$ cat src/hw/rtl/gboc_pkg.sv
// Shared types, widths and helper functions for the box clustering core.
// No dependencies; imported by the memory, divider, top level and bench.
package gboc_pkg;

    localparam int COORD_W = 12;
    localparam int CNT_W   = 16;
    localparam int CAP_W   = 9;
    localparam int AREA_W  = 2 * COORD_W;
    localparam int PROD_W  = CAP_W + AREA_W;
    localparam int DVD_W   = COORD_W + CNT_W + 1;
    localparam int DIV_W   = CNT_W + 1;
    localparam int IDX_W   = 4;

    localparam logic [CAP_W-1:0] CAP_RESET = 9'd128;
    localparam logic [CNT_W-1:0] CNT_MAX   = '1;

    localparam logic OP_ADD   = 1'b0;
    localparam logic OP_CLEAR = 1'b1;

    // configuration register byte addresses
    localparam logic [1:0] REG_CAP = 2'd0;

    typedef struct packed {
        logic [COORD_W-1:0] x;
        logic [COORD_W-1:0] y;
        logic [COORD_W-1:0] w;
        logic [COORD_W-1:0] h;
    } t_box;

    typedef struct packed {
        t_box             cov;
        t_box             mean;
        logic [CNT_W-1:0] count;
    } t_entry;

    typedef struct packed {
        logic [IDX_W-1:0]   cluster_index;
        logic               created;
        logic               dropped;
        logic [CNT_W-1:0]   member_count;
        t_box               mean;
    } t_result;

    // intersection of two boxes, empty box when width or height is not positive
    function automatic t_box overlap_of(input t_box a, input t_box b);
        logic [COORD_W:0] x1, y1, x2, y2, ax2, bx2, ay2, by2;
        t_box r;
        x1  = (a.x > b.x) ? {1'b0, a.x} : {1'b0, b.x};
        y1  = (a.y > b.y) ? {1'b0, a.y} : {1'b0, b.y};
        ax2 = {1'b0, a.x} + {1'b0, a.w};
        bx2 = {1'b0, b.x} + {1'b0, b.w};
        ay2 = {1'b0, a.y} + {1'b0, a.h};
        by2 = {1'b0, b.y} + {1'b0, b.h};
        x2  = (ax2 < bx2) ? ax2 : bx2;
        y2  = (ay2 < by2) ? ay2 : by2;
        r   = '0;
        if (x2 > x1 && y2 > y1) begin
            r.x = x1[COORD_W-1:0];
            r.y = y1[COORD_W-1:0];
            r.w = COORD_W'(x2 - x1);
            r.h = COORD_W'(y2 - y1);
        end
        return r;
    endfunction

endpackage

$ cat src/hw/rtl/gboc_div.sv
// Restoring divider lane, one quotient bit per cycle, quotient known to fit 12 bits.
// Depends on gboc_pkg for widths.
module gboc_div (
    input  logic                          i_clk,
    input  logic                          i_rst_n,
    input  logic                          i_start,
    input  logic [gboc_pkg::DVD_W-1:0]    i_dividend,
    input  logic [gboc_pkg::DIV_W-1:0]    i_divisor,
    output logic [gboc_pkg::COORD_W-1:0]  o_quot,
    output logic                          o_done
);
    import gboc_pkg::*;

    logic [DIV_W-1:0]   r_rem;
    logic [DIV_W-1:0]   r_div;
    logic [COORD_W-1:0] r_quo;
    logic [3:0]         r_cnt;
    logic               r_busy;
    logic               r_done;

    logic [DIV_W:0]     n_trial;
    logic [DIV_W:0]     n_diff;
    logic               n_ge;

    always_comb begin
        n_trial = {r_rem, r_quo[COORD_W-1]};
        n_diff  = n_trial - {1'b0, r_div};
        n_ge    = (n_trial >= {1'b0, r_div});
    end

    always_ff @(posedge i_clk) begin
        if (!i_rst_n) begin
            r_busy <= 1'b0;
            r_done <= 1'b0;
            r_cnt  <= '0;
        end else if (i_start) begin
            r_busy <= 1'b1;
            r_done <= 1'b0;
            r_cnt  <= 4'(COORD_W - 1);
        end else if (r_busy) begin
            r_cnt <= r_cnt - 4'd1;
            if (r_cnt == '0) begin
                r_busy <= 1'b0;
                r_done <= 1'b1;
            end
        end
    end

    always_ff @(posedge i_clk) begin
        if (i_start) begin
            // top bits are already below the divisor
            r_rem <= i_dividend[DVD_W-1:COORD_W];
            r_quo <= i_dividend[COORD_W-1:0];
            r_div <= i_divisor;
        end else if (r_busy) begin
            r_rem <= n_ge ? n_diff[DIV_W-1:0] : n_trial[DIV_W-1:0];
            r_quo <= {r_quo[COORD_W-2:0], n_ge};
        end
    end

    assign o_quot = r_quo;
    assign o_done = r_done;

endmodule

$ cat config.mk
export PLATFORM = sky130hd
export DESIGN_NAME = gboc_div
export DESIGN_NICKNAME = d
export VERILOG_FILES = /design/src/hw/rtl/gboc_pkg.sv /design/src/hw/rtl/gboc_div.sv
export SDC_FILE = /design/constraint.sdc
export NUM_CORES = 1
export LEC_CHECK = 0
export ABC_AREA = 1
export BUFFER_PORTS_ARGS = -buffer_cell sky130_fd_sc_hd__buf_2
export CORE_ASPECT_RATIO = 0.9
export CORE_MARGIN = 8
export CORE_UTILIZATION = 55
export DETAILED_ROUTE_END_ITERATION = 16
export MAX_ROUTING_LAYER = met4
export PLACE_DENSITY = 0.79
export SETUP_SLACK_MARGIN = 0.15
export SLEW_MARGIN = 25
export SYNTH_ARGS = -nofsm -noshare
export SYNTH_HDL_FRONTEND = slang
export SYNTH_SLANG_ARGS = --single-unit
$ cat constraint.sdc
create_clock -name i_clk -period 2.7 [get_ports i_clk]
set_clock_uncertainty 0.1 [all_clocks]
set_input_delay 0 -clock i_clk [delete_from_list [all_inputs] [get_ports i_clk]]
set_output_delay 0 -clock i_clk [all_outputs]
set_load 0.005 [all_outputs]
==> impl_metrics.tcl, run 1 <==
set metrics [dict create \
    clock_latency_ns 0.32 \
    tritoncts "yes" \
    tns_ns 0 \
    grt.total_usage 0.217 \
    grt_pass1_wl_mm 15.7 \
    path_max_fanout 9 \
    grt_overflow_total 0 \
    fillCellCount 487 \
    post_cts_buffers 0 \
    vias 3209 \
    cts_buffer_depth 2 \
    antenna_found_initial 0 \
    p_leak_uw 0.00232 \
    critPathLaunch "o_quot[11]" \
    synth_top_cells_by_area "edfxtp_1 (39%), nand2_1 (19%), inv_1 (7.7%)" \
    r2r_start "o_quot[11]" \
    htreeDepth 2 \
    report.final.slew_viol_count 0 \
    wl_per_cell_um 14.0 \
    fin_util 0.731 \
    required_ns 2.68 \
    endpoint "r_rem[7]" \
    wl_mm 9.15 \
    startpoint_type "flop" \
    status "complete, no violations" \
    initial_core_util 0.574 \
    synth.net_count 520 \
    ioPinCount 62 \
    seq_area_sq_um 1500 \
    nNetsFinal 633 \
    hold_viol 0 \
    min_path_type "in2reg" \
    cts_root_buf "clkbuf_8" \
    crit_path_end_kind "flop" \
    firstDrtPassIters 4 \
    stdcell_count 653 \
    multi_input_area_sq_um 1690 \
    cp.arrival_ns 2.36 \
    place_hpwl_mm 6.37 \
    ys_seq_elements 52 \
    final_cell_area_sq_um 4500 \
    ir_worst_vdd_uv 346 \
    ant_nets 0 \
    yosysSeqAreaShare 0.425 \
    final_common_cell "nand2_1" \
    yosysTopAreaCellShare 0.391 \
    die_w_um 100 \
    dr.first_iter.drc_count 132 \
    synth.avg_cell_area_sq_um 7.81 \
    finalSetupViolations 0 \
    relSlewSlack 0.552 \
    tightest_slew_ns 0.672 \
    design.core.area_sq_um 6150 \
    fmax_mhz 421 \
    grt_pass1_vias 3307 \
    p_per_area_nw_per_um2 634 \
    yosys_warnings 0 \
    cts_made_buffers 5 \
    timing.rr.end "r_rem[7]" \
    num_antenna_cells 0 \
    die_area_sq_um 9240 \
    clk_pin_slew_ns 0.11 \
    numPortBuffers 61 \
    reg2regPathDepth 11 \
    syn2layout_area_growth_pct 27.4 \
    rsz0062_at_grt "false" \
    fin_crit_ns 2.37 \
    cts.sinks 52 \
    reg2reg_slack_ns 0.33 \
    synth_top_cell_by_area "edfxtp_1" \
    die_y_um 92 \
    drive_gt1_frac 0.196 \
    final_cell_mix "nand2_1 (174), inv_1 (72), buf_2 (61)" \
    place_inst 598 \
    globalplace.congestion 0.933 \
    power_uw 2850 \
    grt_max_degree 28 \
    drc 0 \
    avgViaCountPerCell 4.91 \
    syn_area_sq_um 3530 \
    post-route-period-util 0.879 \
    critPathKind "reg2reg" \
    cap_violations 0 \
    synthCells 452 \
    place_area_sq_um 3930 \
    synthDistinctLibCells 35 \
    row_count 27 \
]
routing by layer:
metal,GRT usage,up-vias,part of all wire
met2,0.346,99,0.46
met4,0.0478,0,0.011
li1,-,1657,-
met3,0.0529,12,0.058
met1,0.271,1441,0.47
met5,-,-,0
kinds of logic (layout without fill, tap and decap cells):
logic type               count (synthesis)  in the layout  share of synthesized area
AO/OA/AOI/OAI                           23             23                     0.0393
XOR/XNOR                                 7              7                     0.0174
adder cells (fa/ha/maj)                 19             19                     0.0695
buffers and inverters                   82            196                     0.0978
flip-flops                              52             52                      0.425
AND/OR/NAND/NOR                        269            269                      0.351
cell usage after synthesis:
| master | count |
|---|---|
| o21ai_0 | 2 |
| edfxtp_1 | 46 |
| nor3b_1 | 1 |
| dfxtp_1 | 6 |
| nand3b_1 | 9 |
| nand4_1 | 4 |
| nor2_1 | 21 |
| clkbuf_1 | 4 |
| ha_1 | 18 |
| nor3_4 | 1 |
| inv_1 | 72 |
| a311oi_1 | 1 |
| nor2_4 | 2 |
| a21oi_1 | 11 |
| o21ai_2 | 4 |
| nand2_1 | 174 |
| o21ai_1 | 2 |
| fa_1 | 1 |
| nand2_4 | 2 |
| o21bai_1 | 1 |
| or2_2 | 1 |
| inv_2 | 1 |
| nor3_1 | 1 |
| xnor2_1 | 7 |
| nor2_2 | 5 |
| and2_1 | 2 |
| nand3_2 | 9 |
| or2_1 | 1 |
| buf_12 | 2 |
| a31oi_1 | 2 |
| nand2_2 | 10 |
| nand3_1 | 26 |
| buf_2 | 1 |
| buf_4 | 1 |
| buf_1 | 1 |
cell type report:
| class | count | share of cell area |
|---|---|---|
| clock inverters | 2 | 0.00362 |
| repair buffers | 115 | 0.184 |
| multi-input cells | 318 | 0.377 |
| inverters | 73 | 0.0610 |
| flip-flops and latches | 52 | 0.334 |
| well taps | 87 | 0.0242 |
| clock buffers | 6 | 0.0161 |
stage by stage:
stage | setup WS (ns) | hold slack [ns]
final | 0.327 | 0.0687
after floorplan | 0.477 | -0.00237
after global routing | 0.199 | 0.0764
after global placement | 0.304 | 0.0759
after detailed placement | 0.255 | 0.0781
after CTS | 0.225 | 0.0641
flip-flops by register name (all words and copies together), names as in the netlist:
name	flops
r_div	17
r_rem	17
o_quot	12
r_cnt	4
o_done	1
r_busy	1
worst max-delay path, stage by stage (launching register included):
cell	delay, ns
edfxtp_1	0.43
inv_1	0.08
ha_1	0.14
inv_1	0.08
fa_2	0.38
nand3_1	0.15
nand3_2	0.13
nand2_4	0.11
buf_4	0.20
nand3b_1	0.16
nand3_1	0.13
nand2_1	0.06
power breakdown:
part	internal (uW)	total, uW	switching, uW
registers	1020	1080	59.9
logic	515	1300	781
clock network	186	475	290
repair_timing:
action                     in CTS  in global routing
resized for setup               0                  2
hold endpoints to repair       52                  0
hold buffers                   47                  0
setup endpoints to repair       0                  8
worst min path at each step:
stage	startpoint	end	slack (ns)	depth (start not counted)
after global routing	i_start	r_div[3]	0.08	1
after detailed placement	i_divisor[7]	r_div[7]	0.08	1
final	i_start	r_div[3]	0.07	1
after CTS	i_start	r_div[3]	0.06	1
after floorplan	i_rst_n	r_cnt[0]	-0.002	2
after global placement	i_divisor[13]	r_div[13]	0.08	1
Note: power is estimated with default switching activity, not from simulation.
==> run 2: changes to the inputs <==
--- a/config.mk
+++ b/config.mk
@@ -11,7 +11,6 @@
 export CORE_MARGIN = 8
 export CORE_UTILIZATION = 55
 export DETAILED_ROUTE_END_ITERATION = 16
-export MAX_ROUTING_LAYER = met4
 export PLACE_DENSITY = 0.79
 export SETUP_SLACK_MARGIN = 0.15
 export SLEW_MARGIN = 25
==> constraint.sdc (replaced) <==
create_clock -name i_clk -period 2.6 [get_ports i_clk]
set_clock_uncertainty 0.1 [all_clocks]
set_input_delay 0 -clock i_clk [delete_from_list [all_inputs] [get_ports i_clk]]
set_output_delay 0 -clock i_clk [all_outputs]
set_load 0.005 [all_outputs]
==> run 2 against run 1 <==
  * Clock power grew 6.5%
  * Global-route usage is essentially flat
  * Sequential power grew 5%
  * Critical endpoint is now r_rem[1]
  * Largest cell class unchanged
  * Largest power group unchanged
  * Highest routed layer unchanged
==> impl_metrics.tcl, run 2 (synthesized netlist as in run 1, its figures left out) <==
set metrics [dict create \
    status "complete, no violations" \
    drive_gt1_frac 0.218 \
    fillCellCount 473 \
    final_cell_mix "nand2_1 (174), inv_1 (72), buf_2 (61)" \
    timing.final.ws_setup_ns 0.229 \
    clock_latency_ns 0.32 \
    stdcell_count 657 \
    ir_worst_vdd_uv 396 \
    ant_nets 0 \
    initial_core_util 0.574 \
    final_common_cell "nand2_1" \
    vias 3321 \
    startpoint_type "flop" \
    seq_area_sq_um 1500 \
    nNetsFinal 637 \
    num_antenna_cells 0 \
    ioPinCount 62 \
    syn2layout_area_growth_pct 30.3 \
    p_leak_uw 0.00234 \
    clk_pin_slew_ns 0.11 \
    antenna_found_initial 0 \
    die_area_sq_um 9240 \
    fmax_mhz 422 \
    path_max_fanout 15 \
    p_per_area_nw_per_um2 666 \
    cts_made_buffers 5 \
    cts_buffer_depth 2 \
    post-route-period-util 0.912 \
    cts.sinks 52 \
    fin_crit_ns 2.37 \
    report.final.slew_viol_count 0 \
    finalSetupViolations 0 \
    design.core.area_sq_um 6150 \
    place_inst 600 \
    grt_pass1_vias 3342 \
    rsz0062_at_grt "false" \
    wl_mm 9.72 \
    place_hpwl_mm 6.25 \
    die_w_um 100 \
    multi_input_area_sq_um 1760 \
    critPathKind "reg2reg" \
    drc 0 \
    hold_viol 0 \
    wl_per_cell_um 14.8 \
    cap_violations 0 \
    dr.first_iter.drc_count 185 \
    row_count 27 \
    numPortBuffers 61 \
    grt.total_usage 0.217 \
    relSlewSlack 0.539 \
    avgViaCountPerCell 5.05 \
    grt_max_degree 35 \
    tns_ns 0 \
    tritoncts "yes" \
    cts_root_buf "clkbuf_8" \
    post-place-ws_ns 0.239 \
    grt_overflow_total 0 \
    htreeDepth 2 \
    cp.arrival_ns 2.35 \
    globalplace.congestion 0.903 \
    die_y_um 92 \
    crit_path_end_kind "flop" \
    tightest_slew_ns 0.691 \
    required_ns 2.58 \
    min_path_type "in2reg" \
    firstDrtPassIters 5 \
    grt_pass1_wl_mm 15.9 \
    power_uw 3060 \
]
==> run 2: changes by cell type in the layout (fill, tap and decap cells not counted), moves of 2 or more <==
cell | previous run | this run
ha_2 | 0 | 3
ha_4 | 0 | 4
buf_4 | 7 | 9
ha_1 | 18 | 11
==> run 2: cell type report <==
type / count / share of cell area
Multi-Input combinational cell: 318 / 0.383
Inverter: 73 / 0.0596
Tap cell: 87 / 0.0237
Clock buffer: 5 / 0.0150
Clock inverter: 3 / 0.00490
Sequential cell: 52 / 0.326
Timing Repair Buffer: 119 / 0.188
==> run 2: path summary, 6_finish.rpt <==
path                                     from        end  slack (ns)  cells after the start
worst max-delay path                 r_rem[2]   r_rem[1]        0.23                     11
worst max register to register       r_rem[2]   r_rem[1]        0.23                     11
worst min register to register         o_done     o_done        0.38                      2
worst min-delay path            i_divisor[11]  r_div[11]        0.29                      2
==> run 2: metrics by stage <==
step                hold slack [ns]  instance area [sq um]  utilization
finish                        0.286                   4600        0.748
floorplan                  -0.00237                   3530            -
CTS                           0.274                   4510        0.734
detailed placement           0.0782                   3940        0.641
global route                  0.285                   4600        0.748
global placement             0.0759                   3940        0.641
==> run 2: routing by layer <==
metal  wire length [um]  GRT usage  part of all wire  up-vias
met5                  0          0                 0        -
li1                   -          -                 -     1663
met1               4200      0.271              0.43     1531
met2               4630      0.362              0.48      112
met4                157     0.0465             0.016        0
met3                725     0.0627             0.075       15
==> run 2: repair_timing <==
item	in CTS	in global routing
hold buffers	48	0
setup buffers	0	1
gates resized for setup	0	12
hold endpoints to repair	53	0
endpoints found under the setup margin	0	14
==> run 2: worst max-delay path: stages (launching register included) <==
cell	delay, ns
edfxtp_1	0.43
ha_1	0.40
nand2_1	0.12
nor2_1	0.16
nand2_1	0.11
nor3_4	0.22
nor2_4	0.07
nand2_8	0.12
buf_4	0.18
nand2_1	0.07
nand2_1	0.08
o21ai_2	0.07
==> run 2: report_power, final <==
part / total [uW] / switching [uW] / internal, uW
Combinational: 1430 / 837 / 588
Clock: 506 / 312 / 194
Sequential: 1130 / 73.8 / 1060
